### config.mk
export PLATFORM = sky130hd
export DESIGN_NAME = cone_nearest_obstacle_brake
export DESIGN_NICKNAME = d
export VERILOG_FILES = /design/src/rtl/core/cnob_pkg.sv /design/src/rtl/core/cone_nearest_obstacle_brake.sv
export SDC_FILE = /design/constraint.sdc
export NUM_CORES = 1
export LEC_CHECK = 0
export ABC_AREA = 0
export ABC_CLOCK_PERIOD_IN_PS = 10790
export BUFFER_PORTS_ARGS = -buffer_cell sky130_fd_sc_hd__buf_2
export CAP_MARGIN = 25
export CORE_MARGIN = 2
export CORE_UTILIZATION = 33
export CTS_BUF_LIST = sky130_fd_sc_hd__clkbuf_16
export DETAILED_ROUTE_END_ITERATION = 12
export HOLD_SLACK_MARGIN = 0.08
export PLACE_DENSITY_LB_ADDON = 0.15
export SLEW_MARGIN = 20
export SYNTH_ARGS = -nofsm -noshare
export SYNTH_HDL_FRONTEND = slang
export SYNTH_SLANG_ARGS = --single-unit
### constraint.sdc
create_clock -name clk -period 10.79 [get_ports clk]
set_clock_uncertainty 0.2 [all_clocks]
set_input_delay 0.5395 -clock clk [delete_from_list [all_inputs] [get_ports clk]]
set_output_delay 0.5395 -clock clk [all_outputs]
set_load 0.1 [all_outputs]
### src/rtl/core/cnob_pkg.sv
// ----------------------------------------------------------------------------
// cnob_pkg
// Types and constants for the forward cone nearest obstacle brake block.
// ----------------------------------------------------------------------------
`default_nettype none

package cnob_pkg;

  // sequencer states
  typedef enum logic [2:0] {
    ST_IDLE,
    ST_CONE,
    ST_CMP,
    ST_BRAKE,
    ST_FRAC,
    ST_LEVEL,
    ST_EMIT
  } state_t;

  // drive mode codes
  localparam logic [1:0] DRIVE_NEUTRAL = 2'd0;
  localparam logic [1:0] DRIVE_REVERSE = 2'd1;
  localparam logic [1:0] DRIVE_FORWARD = 2'd2;

  // register indexes
  localparam logic [1:0] REG_CONE_SLOPE   = 2'd0;
  localparam logic [1:0] REG_NEUTRAL_ZONE = 2'd1;
  localparam logic [1:0] REG_BRAKE_SLOPE  = 2'd2;
  localparam logic [1:0] REG_MAX_SPEED    = 2'd3;

  // register reset values
  localparam logic [15:0] CONE_SLOPE_RST   = 16'd256;
  localparam logic [15:0] NEUTRAL_ZONE_RST = 16'd16384;
  localparam logic [23:0] BRAKE_SLOPE_RST  = 24'd13300;
  localparam logic [15:0] MAX_SPEED_RST    = 16'd13107;

  // nearest distance meaning no obstacle
  localparam logic [13:0] NONE_MM = 14'd16383;

  // one in Q24 and the lowest brake fraction in Q1.15
  localparam logic signed [40:0] ONE_Q24  = 41'sd16777216;
  localparam logic signed [40:0] FRAC_MIN = -41'sd32768;

  // lowest brake fraction at output width
  localparam logic signed [16:0] FRAC_SAT = -17'sd32768;

endpackage

`default_nettype wire

### src/rtl/core/cone_nearest_obstacle_brake.sv
// ----------------------------------------------------------------------------
// cone_nearest_obstacle_brake
// Tracks the nearest scan point inside a forward cone and turns it into a
// drive decision (neutral, reverse or forward) at the end of each scan.
// ----------------------------------------------------------------------------
//
//  channel  | direction | handshake          | payload
//  ---------+-----------+--------------------+-------------------------------
//  s_*      | in        | s_tvalid/s_tready  | point_x, point_y, tlast
//  m_*      | out       | m_tvalid/m_tready  | mode, level, fraction, nearest
//  cfg_*    | in        | cfg_valid/cfg_ready| register index and data
//
// A point that is not last passes through accept, cone multiply and compare.
// A last point goes on to the brake multiply and, when no point qualified,
// straight to emit; else to the fraction step and, for reverse, the level
// multiply before emit, which waits for the output register. One 24x16
// multiplier is shared by the cone test, brake fraction and reverse level.
// Reset clears the sequencer, the running minimum and the registers.
// A new point is taken while an earlier result still waits in the output.
`default_nettype none

module cone_nearest_obstacle_brake (
  input  wire logic        clk,
  input  wire logic        rst,
  // input points
  input  wire logic        s_tvalid,
  output logic             s_tready,
  input  wire logic [31:0] s_tdata,   // point_x[14:0], point_y[29:15], zero fill
  input  wire logic        s_tlast,   // last_point
  // drive decisions
  output logic             m_tvalid,
  input  wire logic        m_tready,
  output logic      [55:0] m_tdata,   // drive_mode[1:0], drive_level[17:2],
                                      // brake_fraction[34:18],
                                      // nearest_forward_mm[48:35], zero fill
  // configuration writes
  input  wire logic        cfg_valid,
  output logic             cfg_ready,
  input  wire logic  [1:0] cfg_index,
  input  wire logic [23:0] cfg_data
);

  cnob_pkg::state_t state, state_next;

  // configuration registers
  logic [15:0] cone_slope;
  logic [15:0] neutral_zone;
  logic [23:0] brake_slope;
  logic [15:0] max_speed;

  // item and working registers
  logic signed [14:0] y_q;
  logic        [14:0] ax_q;
  logic               last_q;
  logic        [13:0] nearest;
  logic        [39:0] prod;
  logic signed [16:0] frac_q;
  logic         [1:0] mode_q;

  // output register
  logic  [1:0] out_mode;
  logic [15:0] out_level;
  logic [16:0] out_frac;
  logic [13:0] out_near;

  // shared multiplier operands
  logic [23:0] mul_a;
  logic [15:0] mul_b;
  logic        prod_en;
  logic        out_free;

  // datapath helpers
  logic [14:0]        ax_in;
  logic               y_hit;
  logic signed [40:0] diff;
  logic signed [40:0] diff_sh;
  logic signed [16:0] frac_calc;
  logic  [1:0]        mode_calc;
  logic [15:0]        level_calc;

  assign cfg_ready = 1'b1;
  assign out_free  = !m_tvalid || m_tready;
  assign m_tdata   = {7'd0, out_near, out_frac, out_level, out_mode};

  // configuration writes
  always_ff @(posedge clk) begin
    if (rst) begin
      cone_slope   <= cnob_pkg::CONE_SLOPE_RST;
      neutral_zone <= cnob_pkg::NEUTRAL_ZONE_RST;
      brake_slope  <= cnob_pkg::BRAKE_SLOPE_RST;
      max_speed    <= cnob_pkg::MAX_SPEED_RST;
    end else if (cfg_valid && cfg_ready) begin
      case (cfg_index)
        cnob_pkg::REG_CONE_SLOPE:   cone_slope   <= cfg_data[15:0];
        cnob_pkg::REG_NEUTRAL_ZONE: neutral_zone <= cfg_data[15:0];
        cnob_pkg::REG_BRAKE_SLOPE:  brake_slope  <= cfg_data;
        cnob_pkg::REG_MAX_SPEED:    max_speed    <= cfg_data[15:0];
        default: ;
      endcase
    end
  end

  // absolute value of the sideways coordinate
  assign ax_in = s_tdata[14] ? (~s_tdata[14:0] + 15'd1) : s_tdata[14:0];

  // point qualifies: forward of 1 mm, inside the cone, nearer than the minimum
  assign y_hit = !y_q[14] && (y_q[13:0] > 14'd1)
              && ({18'd0, y_q[13:0], 8'd0} > {1'b0, prod[38:0]})
              && (y_q[13:0] < nearest);

  // brake fraction from the distance product, floor shift and low saturation
  always_comb begin
    diff    = cnob_pkg::ONE_Q24 - $signed({1'b0, prod});
    diff_sh = diff >>> 9;
    if (diff_sh < cnob_pkg::FRAC_MIN) begin
      frac_calc = cnob_pkg::FRAC_SAT;
    end else begin
      frac_calc = diff_sh[16:0];
    end
    if (!frac_calc[16] && (frac_calc != 17'sd0)) begin
      if (frac_calc[15:0] < neutral_zone) begin
        mode_calc = cnob_pkg::DRIVE_NEUTRAL;
      end else begin
        mode_calc = cnob_pkg::DRIVE_REVERSE;
      end
    end else begin
      mode_calc = cnob_pkg::DRIVE_FORWARD;
    end
  end

  // drive level from the mode
  always_comb begin
    case (mode_q)
      cnob_pkg::DRIVE_REVERSE: level_calc = prod[30:15];
      cnob_pkg::DRIVE_FORWARD: level_calc = max_speed;
      default:                 level_calc = 16'd0;
    endcase
  end

  // next state
  always_comb begin
    state_next = state;
    case (state)
      cnob_pkg::ST_IDLE:  if (s_tvalid) state_next = cnob_pkg::ST_CONE;
      cnob_pkg::ST_CONE:  state_next = cnob_pkg::ST_CMP;
      cnob_pkg::ST_CMP:   state_next = last_q ? cnob_pkg::ST_BRAKE : cnob_pkg::ST_IDLE;
      cnob_pkg::ST_BRAKE: begin
        state_next = (nearest == cnob_pkg::NONE_MM) ? cnob_pkg::ST_EMIT
                                                    : cnob_pkg::ST_FRAC;
      end
      cnob_pkg::ST_FRAC: begin
        state_next = (mode_calc == cnob_pkg::DRIVE_REVERSE) ? cnob_pkg::ST_LEVEL
                                                            : cnob_pkg::ST_EMIT;
      end
      cnob_pkg::ST_LEVEL: state_next = cnob_pkg::ST_EMIT;
      cnob_pkg::ST_EMIT:  if (out_free) state_next = cnob_pkg::ST_IDLE;
      default:            state_next = cnob_pkg::ST_IDLE;
    endcase
  end

  // sequencer outputs: handshake and multiplier operand select
  always_comb begin
    s_tready = 1'b0;
    prod_en  = 1'b0;
    mul_a    = {8'd0, cone_slope};
    mul_b    = {1'b0, ax_q};
    case (state)
      cnob_pkg::ST_IDLE:  s_tready = 1'b1;
      cnob_pkg::ST_CONE:  prod_en  = 1'b1;
      cnob_pkg::ST_BRAKE: begin
        prod_en = 1'b1;
        mul_a   = brake_slope;
        mul_b   = {2'd0, nearest};
      end
      cnob_pkg::ST_LEVEL: begin
        prod_en = 1'b1;
        mul_a   = {8'd0, max_speed};
        mul_b   = frac_q[15:0];
      end
      default: ;
    endcase
  end

  // state register
  always_ff @(posedge clk) begin
    if (rst) begin
      state <= cnob_pkg::ST_IDLE;
    end else begin
      state <= state_next;
    end
  end

  // input word capture
  always_ff @(posedge clk) begin
    if (s_tvalid && s_tready) begin
      y_q    <= s_tdata[29:15];
      ax_q   <= ax_in;
      last_q <= s_tlast;
    end
  end

  // shared multiplier
  always_ff @(posedge clk) begin
    if (prod_en) begin
      prod <= 40'(mul_a) * 40'(mul_b);
    end
  end

  // brake fraction and mode
  always_ff @(posedge clk) begin
    if (state == cnob_pkg::ST_BRAKE) begin
      frac_q <= cnob_pkg::FRAC_SAT;
      mode_q <= cnob_pkg::DRIVE_FORWARD;
    end else if (state == cnob_pkg::ST_FRAC) begin
      frac_q <= frac_calc;
      mode_q <= mode_calc;
    end
  end

  // running minimum, cleared once the decision word is loaded into the output register
  always_ff @(posedge clk) begin
    if (rst) begin
      nearest <= cnob_pkg::NONE_MM;
    end else if (state == cnob_pkg::ST_CMP && y_hit) begin
      nearest <= y_q[13:0];
    end else if (state == cnob_pkg::ST_EMIT && out_free) begin
      nearest <= cnob_pkg::NONE_MM;
    end
  end

  // output register
  always_ff @(posedge clk) begin
    if (rst) begin
      m_tvalid <= 1'b0;
    end else if (state == cnob_pkg::ST_EMIT && out_free) begin
      m_tvalid <= 1'b1;
    end else if (m_tready) begin
      m_tvalid <= 1'b0;
    end
  end

  always_ff @(posedge clk) begin
    if (state == cnob_pkg::ST_EMIT && out_free) begin
      out_mode  <= mode_q;
      out_level <= level_calc;
      out_frac  <= frac_q;
      out_near  <= nearest;
    end
  end

  // minimum only falls, except when it is cleared after a decision
  a_min_monotonic: assert property (@(posedge clk) disable iff (rst)
    ($past(state) != cnob_pkg::ST_EMIT) |-> (nearest <= $past(nearest)))
    else $error("running minimum grew outside a decision");

  // the minimum is back at no obstacle after a decision word is loaded
  a_min_cleared: assert property (@(posedge clk) disable iff (rst)
    (state == cnob_pkg::ST_EMIT && out_free) |=> (nearest == cnob_pkg::NONE_MM))
    else $error("running minimum not cleared after decision");

  // neutral gives no throttle
  a_neutral_level: assert property (@(posedge clk) disable iff (rst)
    (m_tvalid && out_mode == cnob_pkg::DRIVE_NEUTRAL) |-> (out_level == 16'd0))
    else $error("neutral decision with nonzero level");

  // forward runs at full throttle
  a_forward_level: assert property (@(posedge clk) disable iff (rst)
    (m_tvalid && out_mode == cnob_pkg::DRIVE_FORWARD) |-> (out_level == max_speed))
    else $error("forward decision not at max speed");

endmodule

`default_nettype wire

# == Yosys cells after proc, flatten, opt, wreduce, memory -nomap -nowiden ==
# Cells that the tools add are included.
# classes
multipliers,1
n_mux,19
n_eq_ne,15
n_bitwise,1
n_lt_le_gt_ge,5
addsub,2
n_reduce_logical,22
# ops
op,count
16-bit one-hot mux with 2 select lines,2
24-bit one-hot mux with 2 select lines,1
14-bit two-way mux,3
"25-bit by 40-bit subtractor with 41-bit output, first input constant",1
24-bit by 16-bit multiplier with 40-bit output,1
22-bit by 39-bit > comparator with 1-bit output,1
"32-bit by 16-bit < comparator with 1-bit output, second input constant",1
3-bit one-hot mux with 7 select lines,1
17-bit two-way mux,1
17-bit nonzero test,1
16-bit < comparator,1
"15-bit by 1-bit adder with 15-bit output, second input constant",1
15-bit NOT,1
"14-bit == test, second input constant",1
"14-bit by 1-bit > comparator with 1-bit output, second input constant",1
14-bit < comparator,1
2-bit AND reduction,5
"3-bit == test, second input constant",3
2-bit two-way mux,4
1-bit logical AND,7
"2-bit by 1-bit == test with 1-bit output, second input constant",3
"2-bit == test, second input constant",3
"3-bit by 2-bit == test with 1-bit output, second input constant",2
3-bit two-way mux,2
9 further kinds,17
# totals
in_bits,64
register_bits,229
out_inout_bits,59
wordCells,83

# == Logic depth before layout (Yosys ltp) ==
# Gate-level depths: netlist of run 1.
# depth
word_depth,9
ltp_mapped,31
depth_no_buf,28

# == Worst setup path after synthesis of run 1 ==
# OpenSTA, ideal clock, no wires.
# synth_timing
kind,register to register
from,register state[0]
to,"register prod[33], data pin"
required_time_ps,10332
period_less_slack_ps,7636
setup_ps,258
stages_incl_launch_ff,30
arrival_ps,7178
n_path_buf,4
slack_ps,3154
cell_sequence,dfxtp_1 clkbuf_1 nand2_1 nor2_1 clkbuf_1 buf_1 a221o_1 clkbuf_1 nand2_1 fa_1 inv_1 fa_1 inv_1 fa_1 inv_1 fa_1 fa_1 inv_1 fa_1 inv_1 ha_1 and2_1 and4_1 and3_1 o21ai_0 or3b_1 o21ai_1 nand3b_1 a31oi_1 xnor2_1
# synth_via
elab_chain_cells,3
elab_cells_between_ends,5
cone_classes,mul (1); eq/ne (2); mux (2)
# synth_rtl
item,line_no,rtl
from (decl),cone_nearest_obstacle_brake.sv:43,"cnob_pkg::state_t state, state_next;"
from (signal assigned),cone_nearest_obstacle_brake.sv:187,state <= cnob_pkg::ST_IDLE;
from (signal assigned),cone_nearest_obstacle_brake.sv:189,state <= state_next;
3-bit == test / 3-bit by 2-bit == test with 1-bit output (equally long branches),cone_nearest_obstacle_brake.sv:167,case (state)
24-bit one-hot mux with 2 select lines / 16-bit one-hot mux with 2 select lines (equally long branches),cone_nearest_obstacle_brake.sv:167,
24-bit by 16-bit multiplier with 40-bit output *,cone_nearest_obstacle_brake.sv:205,prod <= 40'(mul_a) * 40'(mul_b);
to (signal assigned),cone_nearest_obstacle_brake.sv:205,
to (decl),cone_nearest_obstacle_brake.sv:56,logic [39:0] prod;
# Mark *: on every way between the ends. The rest lies on a longest branch, timed or not.
# A chain may end at the register's enable or synchronous reset.

# == Worst setup path in the final report of run 1 ==
# layout_timing
from,register state[2]
to,"register prod[36], data pin"
# The elaborated chain is that of the path after synthesis.

==> results of run 1 <==
[area by class of cell]
| cell class | instances | area, µm² |
|---|---|---|
| Timing Repair Buffer | 207 | 1420 |
| Fill cell | 6854 | 41700 |
| Clock buffer | 31 | 776 |
| Sequential cell | 229 | 5790 |
| Clock inverter | 21 | 163 |
| Antenna cell | 2 | 5.00 |
| Multi-Input combinational cell | 1734 | 14900 |
| Inverter | 406 | 1520 |
| Tap cell | 873 | 1090 |
[power by group through the flow]
stage               logic [W]  clock network (W)  registers [W]
finish                0.00173           0.000951        0.00117
global route          0.00193            0.00100        0.00117
CTS                   0.00174           0.000972        0.00116
detailed placement    0.00171                  0        0.00118
global placement      0.00170                  0        0.00118
floorplan             0.00116                  0        0.00113
[synthesized netlist by cell type (8+ instances only)]
cell | count | share of area [%]
a21o_1 | 21 | 0.70
a21oi_1 | 106 | 2.4
a221o_1 | 26 | 1.2
a221oi_1 | 25 | 0.97
a22oi_1 | 20 | 0.67
and2_1 | 41 | 1.1
buf_4 | 8 | 0.27
clkbuf_1 | 97 | 1.6
dfxtp_1 | 109 | 9.7
edfxtp_1 | 120 | 16
fa_1 | 306 | 27
ha_1 | 157 | 8.7
inv_1 | 406 | 6.8
nand2_1 | 426 | 7.1
nand2b_1 | 12 | 0.33
nand3_1 | 20 | 0.44
nand3b_1 | 22 | 0.73
nand4_1 | 14 | 0.39
nor2_1 | 232 | 3.9
nor2b_1 | 8 | 0.22
nor3_1 | 13 | 0.29
nor3b_1 | 17 | 0.57
o21ai_0 | 39 | 0.87
o21bai_1 | 23 | 0.77
o31ai_1 | 21 | 0.70
xnor2_1 | 44 | 1.7
xor2_1 | 11 | 0.43
[final timing paths]
path,slack (ps),start,end,cells past startpoint
max,1380,state[2]$_SDFFE_PP0P_,prod[36]$_DFFE_PP_,26
min,90,cfg_data[17],brake_slope[17]$_SDFFE_PP0P_,3
max reg2reg,1380,state[2]$_SDFFE_PP0P_,prod[36]$_DFFE_PP_,26
min reg2reg,240,frac_q[16]$_SDFFE_PN1N_,out_frac[16]$_DFFE_PP_,0
[metrics by stage]
step | area, µm² | std cells | hold WS, ps | worst slack, ps
global route | 25600 | 3501 | 94.2 | 911
detailed placement | 24200 | 3405 | 230 | 1380
floorplan | 22600 | 2483 | 209 | 3150
global placement | 24200 | 3405 | 234 | 1410
CTS | 25600 | 3499 | 81.4 | 1320
finish | 25600 | 3503 | 87.9 | 1380
[registers in the layout (all words and copies together), names as in the netlist]
signal and flops:
ax_q 15, brake_slope 24, cone_slope 16, frac_q 17, last_q 1, m_tvalid 1
max_speed 16, mode_q 2, nearest 14, neutral_zone 16, out_frac 17, out_level 16
out_mode 2, out_near 14, prod 40, state 3, y_q 15
[layout by cell type (no fill, tap or decap), types with 11 or more instances in the layout]
| cell | n |
|---|---|
| nand2_1 | 426 |
| inv_1 | 414 |
| fa_1 | 306 |
| nor2_1 | 226 |
| ha_1 | 157 |
| edfxtp_1 | 120 |
| buf_2 | 112 |
| dfxtp_1 | 109 |
| a21oi_1 | 106 |
| buf_4 | 50 |
| xnor2_1 | 44 |
| dlygate4sd3_1 | 42 |
| and2_1 | 40 |
| o21ai_0 | 39 |
| clkbuf_16 | 31 |
| a221o_1 | 26 |
| conb_1 | 24 |
| a221oi_1 | 23 |
| o21bai_1 | 23 |
| nand3b_1 | 22 |
| o31ai_1 | 21 |
| a21o_1 | 21 |
| nand3_1 | 20 |
| a22oi_1 | 20 |
| nor3b_1 | 17 |
| nand4_1 | 14 |
| nor3_1 | 13 |
| nand2b_1 | 12 |
| xor2_1 | 11 |
[critical path: stages (launching register included)]
cell and delay [ps]:
dfxtp_1 650, nor2_4 260, nor2_4 790, and2_1 250
a221o_1 750, nand2_1 170, fa_1 550, inv_1 50
fa_1 470, inv_1 50, fa_1 490, inv_1 50
fa_1 460, fa_1 540, inv_1 50, fa_1 540
inv_1 50, ha_1 360, and2_1 180, and4_1 300
nand2_1 90, nor4b_1 800, o311ai_1 290, o21ai_1 320
a21o_1 160, a21oi_1 70, xnor2_1 130
[logic make-up after synthesis]
| family | Yosys count | synth area share [%] |
|---|---|---|
| and+or+nand+nor | 851 | 16.8 |
| buffers and inverters | 520 | 8.88 |
| adders and majority gates | 463 | 36.0 |
| AOI/OAI and AO/OA | 339 | 10.3 |
| DFF | 229 | 25.7 |
| xor gates and xnor gates | 55 | 2.14 |
| other | 2 | 0.0334 |
| muxes | 2 | 0.0890 |
[repair_timing]
action | in CTS | in global routing
hold buffers | 42 | 0
hold endpoints to repair | 80 | 0
setup endpoints to repair | 0 | 0
[metal layers]
| layer | part of all wire [%] | routed length [µm] | GRT usage, % |
|---|---|---|---|
| met5 | 0 | 0 | 0 |
| met4 | 2.1 | 1590 | 4.47 |
| met3 | 6.2 | 4730 | 3.91 |
| met2 | 47 | 36000 | 36.2 |
| met1 | 44 | 33800 | 29.6 |
==> metrics, run 1 <==
total power roughly 0.0039 W; largest net degree at the start of global routing 91; fin util between 30% and 40%; Reg clk slew, reported paths about 60 ps; type of the worst min-delay path in2reg; Post-CTS Setup Repair Bufs 0; Peak supply drop approximately 0.12 mV; Reg power frac 30.3%; Clock Latency Late Sink 580 ps; Period minus WS final 9410 ps; # Max-Cap Violations 0; DRT antenna net count 0; Most used DFF post-synth edfxtp_1; Pleak 11.6 nW; initial antenna violation count 1; sequential share of the synthesized area 25.7%; initial DRC count 1,331; first-pass GRT wire length 114 mm; asr flop ratio synth 0%; synthesized instance count 2,461; via count 17,958; setup violators final 0; vias in the first global route 18,471; core area 67,300 µm²; Combinational Power Share between 40 and 50%; routed length per instance 21.7 µm; max-slew violations 0; Setup TNS Final 0 ps; GR Util All Layers 21.7%; H-tree lvl count 1; Worst Path Max Fanout 33; post-cts sizing count 0; CP arrival 9510 ps; Synth Cell Area 22,500 µm²; Die Span Y 265 µm; die width 265 µm; vias per cell 5.13; switching power 0.00165 W; crit start category flop; die area 70,300 µm²; layout cells sized above 1 9.02%; Placer Congestion 0.887; Initial Utilization 33.4%; Cell variety after synth slightly above 70; I/O Pins roughly 120; CTS tree built; Yosys reg bits 229; WL final 76.0 mm; fmax 106 MHz; Ys Warns 0; final net count 3,133; port buffer count 112; Switching Fraction between 40% and 50%; Slew @ Worst Pin 978 ps; clock sink count between 200 and 250; Num CTS Buffers 28; final hold violation count 0; FP Rows 95; Post-synth EDFFs 120; area delta synth->final 13.9%; Clk pwr share 24.7%; Int Pwr 0.00221 W; residual DRC count 0; Critical Path RT 10,900 ps; kind of critical path reg2reg; slew margin rel. 34.8%; clk root buf clkbuf_16; DR pass1 iterations 6; cell area power density 150 nW/µm²; clk buf depth 3; Tcrit/Tclk final 87.2%; RSZ-0062 raised after global routing false; CP endpoint kind flop; Mapped Avg Cell Area 9.14 µm²; GRT Residual Overflow 0; status completed; Final HPWL DP approximately 59 mm
No activity file was read; power rests on OpenSTA's default activity.
==> inputs of run 2 (changes only) <==
--- a/config.mk
+++ b/config.mk
@@ -6,7 +6,7 @@
 export NUM_CORES = 1
 export LEC_CHECK = 0
 export ABC_AREA = 0
-export ABC_CLOCK_PERIOD_IN_PS = 10790
+export ABC_CLOCK_PERIOD_IN_PS = 8400
 export BUFFER_PORTS_ARGS = -buffer_cell sky130_fd_sc_hd__buf_2
 export CAP_MARGIN = 25
 export CORE_MARGIN = 2
==> constraint.sdc (replaced) <==
create_clock -name clk -period 8.4 [get_ports clk]
set_clock_uncertainty 0.2 [all_clocks]
set_input_delay 0.84 -clock clk [delete_from_list [all_inputs] [get_ports clk]]
set_output_delay 0.84 -clock clk [all_outputs]
set_load 0.1 [all_outputs]
==> run 2 against run 1 <==
Compared with the run above:
- cell count grew 0.60%
- critical path depth is 1 higher
- wire length rose by 0.79%
- clock power increased by 23%
- sequential share of layout area down 0.16 points
- sequential cell count is the same
- critical path type unchanged
- highest routed layer unchanged
- hold slack gained 160 ps
- global-route usage rose by 0.24 points
- power increased by 29%
- setup slack got worse by 1000 ps
- largest cell class unchanged
==> metrics, run 2 (synthesis gave the netlist of run 1 again) <==
Worst path slowest cell a22oi_1; via count 18,212 (+1.4%); Combinational Power Share 46.4% (+1.4 points); kind of critical path reg2reg; setup slack, reg-to-reg 370 ps (-1010 ps); routed length per instance 21.7 µm (+0.19%); RSZ-0062 raised after global routing false; Peak supply drop 0.129 mV (+11%); initial antenna violation count 2 (+1); placed cell areas 24,800 µm² (+2.5%); clk buf depth 3 (unchanged); Tcrit/Tclk final 95.5% (+8.4 points); Die Span Y 265 µm (unchanged); Worst Path Max Fanout 39 (+18%); core area 67,300 µm² (unchanged); max-slew violations 0 (unchanged); max reg flops 40 (unchanged); largest registers prod x40, brake_slope x24; slew margin rel. 31.6% (-3.2 points); Design Area, Final 25,800 µm² (+0.70%); CP endpoint kind flop; DRT antenna net count 0 (unchanged); layout cells sized above 1 12.3% (+3.3 points); Placer Congestion 0.892 (+0.53%); Pleak 11.8 nW (+1.7%); vias per cell 5.17 (+0.81%); Initial Utilization 33.4% (unchanged); I/O Pins 123 (unchanged); number of diodes 0 (-2); Reg clk slew, reported paths 60 ps (about the same); die area 70,300 µm² (unchanged); clock sink count 229 (unchanged); cell area power density 193 nW/µm² (+29%); CTS tree built; GR Util All Layers 22.0% (+0.24 points); Critical Path RT 8500 ps (-2400 ps); fmax 125 MHz (+17%); vias in the first global route 18,406 (-0.35%); DR pass1 iterations 6 (unchanged); critical path's most frequent cell fa_1; Clock Latency Late Sink 580 ps (about the same); Hold Crit Start s_tlast; R2R Path Start state[1]$_SDFFE_PP0P_; Most flops, register prod; Int Pwr 0.00289 W (+31%); switching power 0.00210 W (+28%); Switching Fraction 42.1% (-0.63 points); Clk pwr share 23.4% (-1.3 points); first-pass GRT wire length 116 mm (+1.5%); GRT Residual Overflow 0 (unchanged); # Max-Cap Violations 0 (unchanged); initial DRC count 1,456 (+9.4%); R2R cell count 27 (+3.8%); crit-path max cell delay 770 ps (-30 ps); final net count 3,157 (+0.77%); setup ws final 374 ps (-1010 ps); Period minus WS final 8030 ps (-1380 ps); FP Rows 95 (unchanged); H-tree lvl count 1 (unchanged); area delta synth->final 14.7%; hold path depth 1 (-2); die width 265 µm (unchanged); residual DRC count 0 (unchanged); type of the worst min-delay path in2reg; setup violators final 0 (unchanged); port buffer count 112 (unchanged); CP arrival 8130 ps (-1380 ps); Num CTS Buffers 27 (-3.6%); Reg-to-Reg End prod[39]$_DFFE_PP_; Hold Buf Count CTS 0 (-100%); most frequent cells in the layout 425 x nand2_1, 411 x inv_1, 306 x fa_1; Hold Path Sink last_q$_DFFE_PP_; Final HPWL DP 61.8 mm (+4.8%); Placement Setup Slack 70.3 ps (-1310 ps); final hold violation count 0 (unchanged); WL final 76.6 mm (+0.79%); largest net degree at the start of global routing 73 (-20%); most common cell after layout, fill and taps aside nand2_1; status completed; clk root buf clkbuf_16; crit start category flop; Slew @ Worst Pin 1020 ps (+39.1 ps); Reg power frac 30.3% (about the same)
run 2: final cells by class:
cell class,count,area [µm²]
timing repair buffer,232,1580
sequential,229,5790
multi-input combinational,1734,15000
fill,6871,41500
clock inverter,21,144
tap,873,1090
clock buffer,29,726
inverter,406,1520
run 2: worst max-delay path, delay by kind of cell, from the launching register on:
kind | cells | cell delay (ps)
adder cells (fa/ha/maj) | 7 | 3350
AO/OA/AOI/OAI | 7 | 1750
AND/OR/NAND/NOR | 7 | 1290
buffers and inverters | 6 | 810
flip-flops | 1 | 330
run 2: per-stage QoR:
step / total power, W / setup TNS [ps] / util [%] / hold slack, ps / cells
final: 0.00499 / 0 / 38.3 / 244 / 3524
after global placement: 0.00380 / -616 / 36.8 / 232 / 3469
after CTS: 0.00501 / 0 / 38.2 / 216 / 3523
after global routing: 0.00534 / 0 / 38.3 / 217 / 3524
after detailed placement: 0.00381 / 0 / 36.9 / 233 / 3473
after floorplan: 0.00294 / 0 / - / 209 / 2483
run 2: worst max path at each step:
stage,endpoint,depth (start not counted),start,slack [ps]
floorplan,prod[33]$_DFFE_PP_,29,state[0]$_SDFFE_PP0P_,760
global placement,prod[39]$_DFFE_PP_,28,state[0]$_SDFFE_PP0P_,-150
detailed placement,prod[39]$_DFFE_PP_,28,state[1]$_SDFFE_PP0P_,70
CTS,prod[39]$_DFFE_PP_,29,state[1]$_SDFFE_PP0P_,20
global route,prod[36]$_DFFE_PP_,29,state[1]$_SDFFE_PP0P_,30
finish,prod[39]$_DFFE_PP_,27,state[1]$_SDFFE_PP0P_,370
run 2: repair_timing:
action | in CTS | in global routing
gates resized for setup | 0 | 25
endpoints found under the setup margin | 0 | 12
buffers inserted | 0 | 1
run 2: power by group through the flow:
stage	clock network (W)	logic (W)	registers (W)
floorplan	0	0.00149	0.00145
global placement	0	0.00227	0.00152
detailed placement	0	0.00229	0.00152
CTS	0.00119	0.00231	0.00150
global route	0.00123	0.00259	0.00151
finish	0.00117	0.00231	0.00151
run 2: routing by layer:
metal	wire length (µm)	vias up	GRT usage (%)
li1	-	8231	-
met1	34800	9213	31.9
met2	33800	647	34.1
met3	5600	121	3.26
met4	2440	0	6.11
met5	0	-	0
